--- config.mk ---
export PLATFORM = sky130hd
export DESIGN_NAME = binary_arithmetic_encoder_stuffed
export DESIGN_NICKNAME = d
export VERILOG_FILES = /design/src/rtl/core/bace_pkg.sv /design/src/rtl/core/bace_fifo.sv /design/src/rtl/core/bace_front.sv /design/src/rtl/core/bace_back.sv /design/src/rtl/core/binary_arithmetic_encoder_stuffed.sv
export SDC_FILE = /design/constraint.sdc
export NUM_CORES = 1
export LEC_CHECK = 0
export ABC_AREA = 1
export BUFFER_PORTS_ARGS = -buffer_cell sky130_fd_sc_hd__buf_2
export CORE_ASPECT_RATIO = 1.2
export CORE_MARGIN = 2
export CORE_UTILIZATION = 48
export CTS_CLUSTER_DIAMETER = 100
export DETAILED_ROUTE_END_ITERATION = 10
export RECOVER_POWER = 25
export SLEW_MARGIN = 20
export SYNTH_ARGS = -nofsm -noshare
export SYNTH_HDL_FRONTEND = slang
export SYNTH_SLANG_ARGS = --single-unit
--- constraint.sdc ---
create_clock -name clk -period 5.86 [get_ports clk]
set_input_delay 1.172 -clock clk [delete_from_list [all_inputs] [get_ports clk]]
set_output_delay 1.172 -clock clk [all_outputs]
set_load 0.02 [all_outputs]
--- src/rtl/core/bace_pkg.sv ---
// ----------------------------------------------------------------------------
// bace_pkg
// shared types and constants of the carry-less binary arithmetic encoder
// ----------------------------------------------------------------------------
package bace_pkg;

	// coder sequencer states
	typedef enum logic [1:0] {
		ST_IDLE,
		ST_UPDATE,
		ST_SHIFT,
		ST_FLUSH
	} front_state_t;

	// one byte on its way from the coder to the escape stage
	typedef struct packed {
		logic [7:0] data;
		logic       esc;   // byte goes through escaping; clear for the raw terminator
		logic       last;  // final byte of its item
	} byte_entry_t;

	// operation codes
	localparam logic OP_CODE  = 1'b0;
	localparam logic OP_FLUSH = 1'b1;

	// byte values
	localparam logic [7:0] BYTE_FF = 8'hFF;
	localparam logic [7:0] BYTE_FE = 8'hFE;
	localparam logic [7:0] BYTE_FD = 8'hFD;

	// interval after reset and after a flush
	localparam logic [31:0] LOW_INIT  = 32'h0000_0000;
	localparam logic [31:0] HIGH_INIT = 32'hFFFF_FFFF;

	// step counter codes
	localparam logic [1:0] SHIFT_FIRST = 2'd0;
	localparam logic [1:0] SHIFT_FINAL = 2'd3;
	localparam logic [1:0] FL_LOW_BYTE = 2'd0;
	localparam logic [1:0] FL_TERM_A   = 2'd1;
	localparam logic [1:0] FL_TERM_B   = 2'd2;

endpackage

--- src/rtl/core/bace_fifo.sv ---
// ----------------------------------------------------------------------------
// bace_fifo
// short byte queue between the coder and the escape stage
// ----------------------------------------------------------------------------
module bace_fifo #(
	parameter int DEPTH = 8
) (
	input  logic                   clk,
	input  logic                   arst_n,
	input  logic                   push,
	input  bace_pkg::byte_entry_t  wr_entry,
	input  logic                   pop,
	output bace_pkg::byte_entry_t  rd_entry,
	output logic                   empty,
	output logic                   full
);

	localparam int AW = $clog2(DEPTH);
	localparam int CW = $clog2(DEPTH + 1);

	bace_pkg::byte_entry_t mem_q [DEPTH];
	logic [AW-1:0] wr_ptr_q;
	logic [AW-1:0] rd_ptr_q;
	logic [CW-1:0] count_q;

	assign empty    = (count_q == '0);
	assign full     = (count_q == CW'(DEPTH));
	assign rd_entry = mem_q[rd_ptr_q];

	always_ff @(posedge clk) begin
		if (push) begin
			mem_q[wr_ptr_q] <= wr_entry;
		end
	end

	always_ff @(posedge clk or negedge arst_n) begin
		if (!arst_n) begin
			wr_ptr_q <= '0;
			rd_ptr_q <= '0;
			count_q  <= '0;
		end else begin
			if (push) begin
				wr_ptr_q <= (wr_ptr_q == AW'(DEPTH - 1)) ? '0 : wr_ptr_q + AW'(1);
			end
			if (pop) begin
				rd_ptr_q <= (rd_ptr_q == AW'(DEPTH - 1)) ? '0 : rd_ptr_q + AW'(1);
			end
			case ({push, pop})
				2'b10: count_q <= count_q + CW'(1);
				2'b01: count_q <= count_q - CW'(1);
				default: count_q <= count_q;
			endcase
		end
	end

	// the coder holds back while the queue is full
	assert property (@(posedge clk) disable iff (!arst_n) !(push && full))
		else $error("byte queue written while full");

	// the escape stage only takes a byte that is there
	assert property (@(posedge clk) disable iff (!arst_n) !(pop && empty))
		else $error("byte queue read while empty");

endmodule

--- src/rtl/core/bace_front.sv ---
// ----------------------------------------------------------------------------
// bace_front
// interval coder: splits the range, keeps the part for the bit and queues
// the settled leading bytes; a flush queues the low byte and the terminator
// ----------------------------------------------------------------------------
module bace_front #(
	parameter int PROB_BITS = 12
) (
	input  logic                   clk,
	input  logic                   arst_n,
	input  logic                   item_valid,
	output logic                   item_ready,
	input  logic                   operation,
	input  logic                   bit_value,
	input  logic [11:0]            probability,
	output logic                   push,
	output bace_pkg::byte_entry_t  push_entry,
	input  logic                   queue_full
);

	localparam int PB = PROB_BITS;

	bace_pkg::front_state_t state_q, state_d;

	logic [31:0]   low_q, high_q, span_q;
	logic [31:0]   hi_prod_s1;
	logic [PB-1:0] lo_prod_s1;
	logic          bit_s1;
	logic [1:0]    cnt_q;

	logic [31:0]   prob_ext;
	logic [PB-1:0] prob_m, prob_adj;
	logic [31:0]   hi_prod;
	logic [2*PB-1:0] lo_full;
	logic [31:0]   mid;
	logic          top_eq, next_eq, final_shift;
	logic [31:0]   low_shl, high_shl;
	logic          accept;
	logic          do_update, do_shift, do_flush_end;

	// probability masked to PB bits, raised by one below one half
	assign prob_ext = 32'(probability);
	assign prob_m   = prob_ext[PB-1:0];
	assign prob_adj = prob_m[PB-1] ? prob_m : prob_m + PB'(1);

	assign hi_prod = {{PB{1'b0}}, span_q[31:PB]} * {{(32-PB){1'b0}}, prob_adj};
	assign lo_full = {{PB{1'b0}}, span_q[PB-1:0]} * {{PB{1'b0}}, prob_adj};

	assign mid = low_q + hi_prod_s1 + {{(32-PB){1'b0}}, lo_prod_s1};

	assign top_eq      = (low_q[31:24] == high_q[31:24]);
	assign next_eq     = (low_q[23:16] == high_q[23:16]) && (cnt_q != bace_pkg::SHIFT_FINAL);
	assign final_shift = !next_eq;
	assign low_shl     = {low_q[23:0], 8'h00};
	assign high_shl    = {high_q[23:0], bace_pkg::BYTE_FF};

	always_ff @(posedge clk or negedge arst_n) begin
		if (!arst_n) begin
			state_q <= bace_pkg::ST_IDLE;
		end else begin
			state_q <= state_d;
		end
	end

	always_comb begin
		state_d      = state_q;
		item_ready   = 1'b0;
		push         = 1'b0;
		push_entry   = '{data: high_q[31:24], esc: 1'b1, last: final_shift};
		accept       = 1'b0;
		do_update    = 1'b0;
		do_shift     = 1'b0;
		do_flush_end = 1'b0;
		case (state_q)
			bace_pkg::ST_IDLE: begin
				item_ready = 1'b1;
				accept     = item_valid;
				if (item_valid) begin
					state_d = (operation == bace_pkg::OP_FLUSH) ? bace_pkg::ST_FLUSH
						: bace_pkg::ST_UPDATE;
				end
			end
			bace_pkg::ST_UPDATE: begin
				do_update = 1'b1;
				state_d   = bace_pkg::ST_SHIFT;
			end
			bace_pkg::ST_SHIFT: begin
				if (!top_eq) begin
					state_d = bace_pkg::ST_IDLE;
				end else if (!queue_full) begin
					push     = 1'b1;
					do_shift = 1'b1;
					if (final_shift) begin
						state_d = bace_pkg::ST_IDLE;
					end
				end
			end
			bace_pkg::ST_FLUSH: begin
				case (cnt_q)
					bace_pkg::FL_LOW_BYTE:
						push_entry = '{data: low_q[31:24], esc: 1'b1, last: 1'b0};
					bace_pkg::FL_TERM_A:
						push_entry = '{data: bace_pkg::BYTE_FF, esc: 1'b0, last: 1'b0};
					default:
						push_entry = '{data: bace_pkg::BYTE_FF, esc: 1'b0, last: 1'b1};
				endcase
				if (!queue_full) begin
					push = 1'b1;
					if (cnt_q == bace_pkg::FL_TERM_B) begin
						do_flush_end = 1'b1;
						state_d      = bace_pkg::ST_IDLE;
					end
				end
			end
			default: state_d = bace_pkg::ST_IDLE;
		endcase
	end

	// products of the split, registered ahead of the interval update
	always_ff @(posedge clk) begin
		if (accept) begin
			hi_prod_s1 <= hi_prod;
			lo_prod_s1 <= lo_full[2*PB-1:PB];
			bit_s1     <= bit_value;
		end
	end

	always_ff @(posedge clk or negedge arst_n) begin
		if (!arst_n) begin
			low_q  <= bace_pkg::LOW_INIT;
			high_q <= bace_pkg::HIGH_INIT;
			span_q <= bace_pkg::HIGH_INIT - bace_pkg::LOW_INIT;
			cnt_q  <= bace_pkg::SHIFT_FIRST;
		end else begin
			if (accept) begin
				cnt_q <= bace_pkg::SHIFT_FIRST;
			end
			if (do_update) begin
				if (bit_s1) begin
					high_q <= mid;
				end else begin
					low_q <= mid + 32'd1;
				end
				cnt_q <= bace_pkg::SHIFT_FIRST;
			end
			if (state_q == bace_pkg::ST_SHIFT) begin
				if (do_shift) begin
					low_q  <= low_shl;
					high_q <= high_shl;
					span_q <= high_shl - low_shl;
					cnt_q  <= cnt_q + 2'd1;
				end else begin
					span_q <= high_q - low_q;
				end
			end
			if ((state_q == bace_pkg::ST_FLUSH) && push) begin
				cnt_q <= cnt_q + 2'd1;
			end
			if (do_flush_end) begin
				low_q  <= bace_pkg::LOW_INIT;
				high_q <= bace_pkg::HIGH_INIT;
				span_q <= bace_pkg::HIGH_INIT - bace_pkg::LOW_INIT;
			end
		end
	end

	// nothing is queued while the coder waits for an item
	assert property (@(posedge clk) disable iff (!arst_n)
		(state_q == bace_pkg::ST_IDLE) |-> !push)
		else $error("byte queued while coder idle");

endmodule

--- src/rtl/core/bace_back.sv ---
// ----------------------------------------------------------------------------
// bace_back
// escape stage and output register
// ----------------------------------------------------------------------------
module bace_back (
	input  logic                   clk,
	input  logic                   arst_n,
	input  bace_pkg::byte_entry_t  head,
	input  logic                   queue_empty,
	output logic                   pop,
	output logic                   byte_valid,
	input  logic                   byte_ready,
	output logic [7:0]             out_byte,
	output logic                   last
);

	logic       out_v_q;
	logic [7:0] out_byte_q;
	logic       out_last_q;
	logic       pend_v_q;
	logic [7:0] pend_byte_q;
	logic       pend_last_q;
	logic       esc_pend_q;

	logic       load_ok;
	logic [7:0] first_byte, second_byte;
	logic       two_bytes, esc_next;

	assign load_ok = !out_v_q || byte_ready;
	assign pop     = load_ok && !pend_v_q && !queue_empty;

	always_comb begin
		first_byte  = head.data;
		second_byte = bace_pkg::BYTE_FE;
		two_bytes   = 1'b0;
		esc_next    = 1'b0;
		if (head.esc) begin
			if ((head.data == bace_pkg::BYTE_FF) && !esc_pend_q) begin
				esc_next = 1'b1;
			end else if (head.data == bace_pkg::BYTE_FF) begin
				first_byte  = bace_pkg::BYTE_FE;
				second_byte = bace_pkg::BYTE_FE;
				two_bytes   = 1'b1;
			end else if ((head.data == bace_pkg::BYTE_FE) && esc_pend_q) begin
				first_byte  = bace_pkg::BYTE_FE;
				second_byte = bace_pkg::BYTE_FD;
				two_bytes   = 1'b1;
			end
		end
	end

	always_ff @(posedge clk) begin
		if (load_ok) begin
			if (pend_v_q) begin
				out_byte_q <= pend_byte_q;
				out_last_q <= pend_last_q;
			end else begin
				out_byte_q <= first_byte;
				out_last_q <= head.last && !two_bytes;
			end
		end
		if (pop) begin
			pend_byte_q <= second_byte;
			pend_last_q <= head.last;
		end
	end

	always_ff @(posedge clk or negedge arst_n) begin
		if (!arst_n) begin
			out_v_q    <= 1'b0;
			pend_v_q   <= 1'b0;
			esc_pend_q <= 1'b0;
		end else begin
			if (load_ok) begin
				if (pend_v_q) begin
					out_v_q  <= 1'b1;
					pend_v_q <= 1'b0;
				end else begin
					out_v_q  <= !queue_empty;
					pend_v_q <= !queue_empty && two_bytes;
				end
			end
			if (pop) begin
				esc_pend_q <= esc_next;
			end
		end
	end

	assign byte_valid = out_v_q;
	assign out_byte   = out_byte_q;
	assign last       = out_last_q;

	// the second byte of an escape only waits behind a byte on the port
	assert property (@(posedge clk) disable iff (!arst_n) pend_v_q |-> out_v_q)
		else $error("escape byte pending with empty output register");

endmodule

--- src/rtl/core/binary_arithmetic_encoder_stuffed.sv ---
// ----------------------------------------------------------------------------
// binary_arithmetic_encoder_stuffed
// carry-less 32-bit binary arithmetic encoder with escaped byte output
// ----------------------------------------------------------------------------
// item channel: item_valid / item_ready with operation, bit_value and
// probability; a code beat narrows the interval for one bit, a flush beat
// ends the chunk with the top byte of low and the raw terminator ff ff
// byte channel: byte_valid / byte_ready with out_byte and last; last marks
// the final byte caused by an item, a code beat that settles no byte
// gives none
// sequence: a code beat takes the accept step (products), the interval
// update and then queues each settled byte, from none up to four; a flush
// queues the low byte and the two terminator bytes; the coder holds
// item_ready low meanwhile and stalls while the queue is full
// first byte path: product registers, interval update, queue, output register
// escaped ff / fe bytes go out as two bytes at the output
// a short byte queue parts coder and escape stage, so a stalled receiver
// only stops the coder once the queue is full; a waiting byte holds steady
// reset clears the interval to [0, ffffffff], the escape flag and the queue
// ----------------------------------------------------------------------------
module binary_arithmetic_encoder_stuffed #(
	parameter int PROB_BITS   = 12,
	parameter int QUEUE_DEPTH = 8
) (
	input  logic        clk,
	input  logic        arst_n,
	input  logic        item_valid,
	output logic        item_ready,
	input  logic        operation,
	input  logic        bit_value,
	input  logic [11:0] probability,
	output logic        byte_valid,
	input  logic        byte_ready,
	output logic [7:0]  out_byte,
	output logic        last
);

	// coder to queue
	logic                  push;
	bace_pkg::byte_entry_t push_entry;
	logic                  queue_full;

	// queue to escape stage
	logic                  pop;
	bace_pkg::byte_entry_t head;
	logic                  queue_empty;

	// interval arithmetic and byte settling
	bace_front #(
		.PROB_BITS (PROB_BITS)
	) u_front (
		.clk        (clk),
		.arst_n     (arst_n),
		.item_valid (item_valid),
		.item_ready (item_ready),
		.operation  (operation),
		.bit_value  (bit_value),
		.probability(probability),
		.push       (push),
		.push_entry (push_entry),
		.queue_full (queue_full)
	);

	// decoupling queue of settled bytes
	bace_fifo #(
		.DEPTH (QUEUE_DEPTH)
	) u_fifo (
		.clk      (clk),
		.arst_n   (arst_n),
		.push     (push),
		.wr_entry (push_entry),
		.pop      (pop),
		.rd_entry (head),
		.empty    (queue_empty),
		.full     (queue_full)
	);

	// escape stage, one byte per cycle to the port while byte_ready is high
	bace_back u_back (
		.clk         (clk),
		.arst_n      (arst_n),
		.head        (head),
		.queue_empty (queue_empty),
		.pop         (pop),
		.byte_valid  (byte_valid),
		.byte_ready  (byte_ready),
		.out_byte    (out_byte),
		.last        (last)
	);

endmodule
==> metrics.cfg <==
[clock_tree]
cts_max_path_buffers=3
hold_buffers=0
htree_num_levels=1
path_clk_slew_ns=0.07
cts_tree=yes
cts_root_buf=clkbuf_16
clock_latency_ns=0.56
cts_sinks=250
numCtsBuffers=25

[critical_path]
arrival_ns=6.33
cp.required_ns=6.17
path_delay_family=adder cells
crit_path_frequent_cell=fa_1
end_kind=flop
cp_slowest_cell=fa_1
path_max_fanout=7
critPathLaunch=probability[0]
r2r_start=u_front.span_q[1]
max_stage_delay_ns=0.53
cp-start-kind=primary input
path_buf_inv=10
critPathKind=primary input to flop

[floorplanning]
rows=97
fp.dieArea_mm2=0.06041
coreArea_mm2=0.05813
initial_core_util_pct=48.26
die_y_um=268.8
io_pins=29
fp.dieW_um=224.7

[global_route]
grt_pass1_wl_um=138500
grt_max_degree=66
grt_usage_pct=29.53
grt_pass1_vias=25270
overflow=0
antenna_found_initial=0

[synth]
ys_seq_elements=250
synthArstFlopShare_pct=45.20
synthSimpleGateAreaFrac_pct=21.46
ys_types=57
synth_top_family_by_area=adder cells
yosysWarningCount=0
synthMuxAreaShare_pct=0.03568
synth_compound_area_share_pct=9.539
synth_xor_area_share_pct=2.150
syn_inst=3576
avgSynthCellArea_um2=7.846
ys.flop_type=edfxtp_1
synthAdderAreaFrac_pct=30.88
synth_fp_nets=4110
synth-seq-area-share_pct=25.03
syn-cell-area_mm2=0.02806
synth_edf_count=137

[sta]
setup-violations-final=21
timing.final.crit_period_ns=6.014
slew_headroom_pct=-167.9
clock-skew-final_ns=0.01772
period_share_pct=102.6
setup_ws_ns=-0.1540
fmax_ghz=0.1663
rsz0062_at_grt=true
tightest_slew_ns=4.018
slew_violations=66
final-hold-violation-count=0

[placed_design]
port-buffer-count=28
gp_congestion=0.9582
dpl.hpwl_um=72090
place_ws_ns=-0.9881

[outcome]
failed_checks=max-capacitance violations, max-slew violations, negative setup slack
status=complete, but fails checks

[drt]
drt_iter0_drc=1644
ant_nets=0
drc=0
num_vias=24560
drt_wl_total_um=88250
viasPerCell=5.444
routedWlPerCell_um=19.56
dr.pass1.iters=5

[hold_path]
min_path_type=flop to flop
min_from=u_fifo.count_q[3]

[layout]
multi_input_area_mm2=0.01899
seq_area_mm2=0.007022
antenna_cells=0
nFillCells=5379
area_delta_synth_final_pct=15.84
nets=4284
final_layout_size_suffix_gt1_share_pct=16.56

[job]
drv_cap=1

-- cells in the mapped netlist (49+ instances only) --
library cell / count / area [µm²]
nor2_1: 350 / 1314
fa_1: 294 / 5886
ha_1: 222 / 2778
nand2_1: 853 / 3202
a21oi_1: 142 / 710.7
inv_1: 692 / 2597
dfstp_2: 64 / 1682
edfxtp_1: 137 / 4114
o21ai_0: 197 / 986.0
clkbuf_1: 92 / 345.3
dfrtp_1: 49 / 1226
nand3_1: 123 / 615.6
-- layout make-up --
cell class | instances | area share [%]
sequential | 250 | 21.61
tap | 742 | 2.857
clock inverter | 16 | 0.5929
multi-input combinational | 2513 | 58.42
timing repair buffer | 255 | 6.279
clock buffer | 30 | 2.075
inverter | 705 | 8.170
-- logic make-up after synthesis --
family          count (synthesis)
compound gates                474
xor+xnor                       68
fa+ha+maj                     516
buf+inv                       813
flops                         250
mux                             1
simple gates                 1454
-- per-layer routing --
metal | global-route usage, % | wire length (µm) | part of all wire, % | vias up
met3 | 2.811 | 3815 | 4.3 | 213
met1 | 35.22 | 35020 | 40 | 12090
met2 | 54.08 | 45020 | 51 | 681
met4 | 13.10 | 4402 | 5.0 | 0
met5 | 0 | 0 | 0 | -
li1 | - | - | - | 11570
-- stage by stage --
| stage | hold slack, ns | instances | utilization (%) | instance area, µm² | TNS [ns] |
|---|---|---|---|---|---|
| global route | 0.5224 | 4511 | 55.90 | 32500 | -6.611 |
| floorplan | 0.4624 | 3576 | - | 28350 | -10.39 |
| detailed placement | 0.4912 | 4438 | 52.40 | 30460 | -25.14 |
| global placement | 0.4878 | 4438 | 52.39 | 30460 | -23.13 |
| finish | 0.5022 | 4511 | 55.90 | 32500 | -1.911 |
| CTS | 0.5077 | 4501 | 54.85 | 31890 | -1.590 |
-- worst reg2reg max path, cell delays in order (launching register included) --
cell	delay, ns
dfstp_2	0.71
inv_1	0.22
nor2_1	0.18
fa_1	0.45
inv_1	0.09
fa_1	0.42
inv_1	0.08
fa_1	0.43
fa_1	0.50
inv_1	0.05
fa_1	0.50
inv_2	0.05
ha_4	0.23
nand2_2	0.07
inv_2	0.04
a21oi_2	0.12
o21ai_2	0.07
a21oi_2	0.14
inv_2	0.07
buf_4	0.14
a21oi_4	0.13
o21ai_2	0.09
nand3_1	0.08
nand2_1	0.06
xor2_1	0.13
-- timing repair --
item,CTS,global route
endpoints found under the hold margin,0,0
gates resized for setup,94,149
cloned,1,0
setup endpoints to repair,26,31
buffers inserted,17,11
pin swaps,59,69
-- registers in the layout (all words and copies together) (netlist names), 3 cells and up --
name,count
u_fifo.mem_q,80
u_front.hi_prod_s1,32
u_front.high_q,32
u_front.low_q,32
u_front.span_q,32
u_front.lo_prod_s1,12
u_back.out_byte,8
u_fifo.count_q,4
u_fifo.rd_ptr_q,3
u_fifo.wr_ptr_q,3
-- cells in the final DEF, fill, tap and decap left out, types with 19 or more instances in the layout --
master,count
nand2_1,810
ha_4,23
fa_1,279
o21ai_0,177
dfstp_2,64
nor3_1,22
nand2_2,51
xor2_1,37
o22ai_1,28
nand3_1,119
o211ai_1,26
clkbuf_16,25
buf_2,24
nor2_2,39
xnor2_1,28
nor2_4,19
a21oi_2,19
inv_2,31
inv_1,664
ha_1,199
edfxtp_1,137
nand4_1,29
a21oi_1,116
dfrtp_1,49
nor2_1,310
buf_4,199
-- worst paths after layout --
check | depth (start not counted) | slack (ns) | endpoint
max in group asynchronous | 2 | 1.51 | u_front.low_q[1]
min in group asynchronous | 1 | 1.99 | u_fifo.rd_ptr_q[1]
worst max-delay path | 28 | -0.15 | u_front.hi_prod_s1[20]
worst min register to register | 2 | 0.50 | u_back.byte_valid
worst min-delay path | 2 | 0.50 | u_back.byte_valid
worst max register to register | 24 | 0.58 | u_front.lo_prod_s1[9]
Power is not shown: default switching activity piles up to over one toggle a cycle in this logic, so the estimate is an artifact.
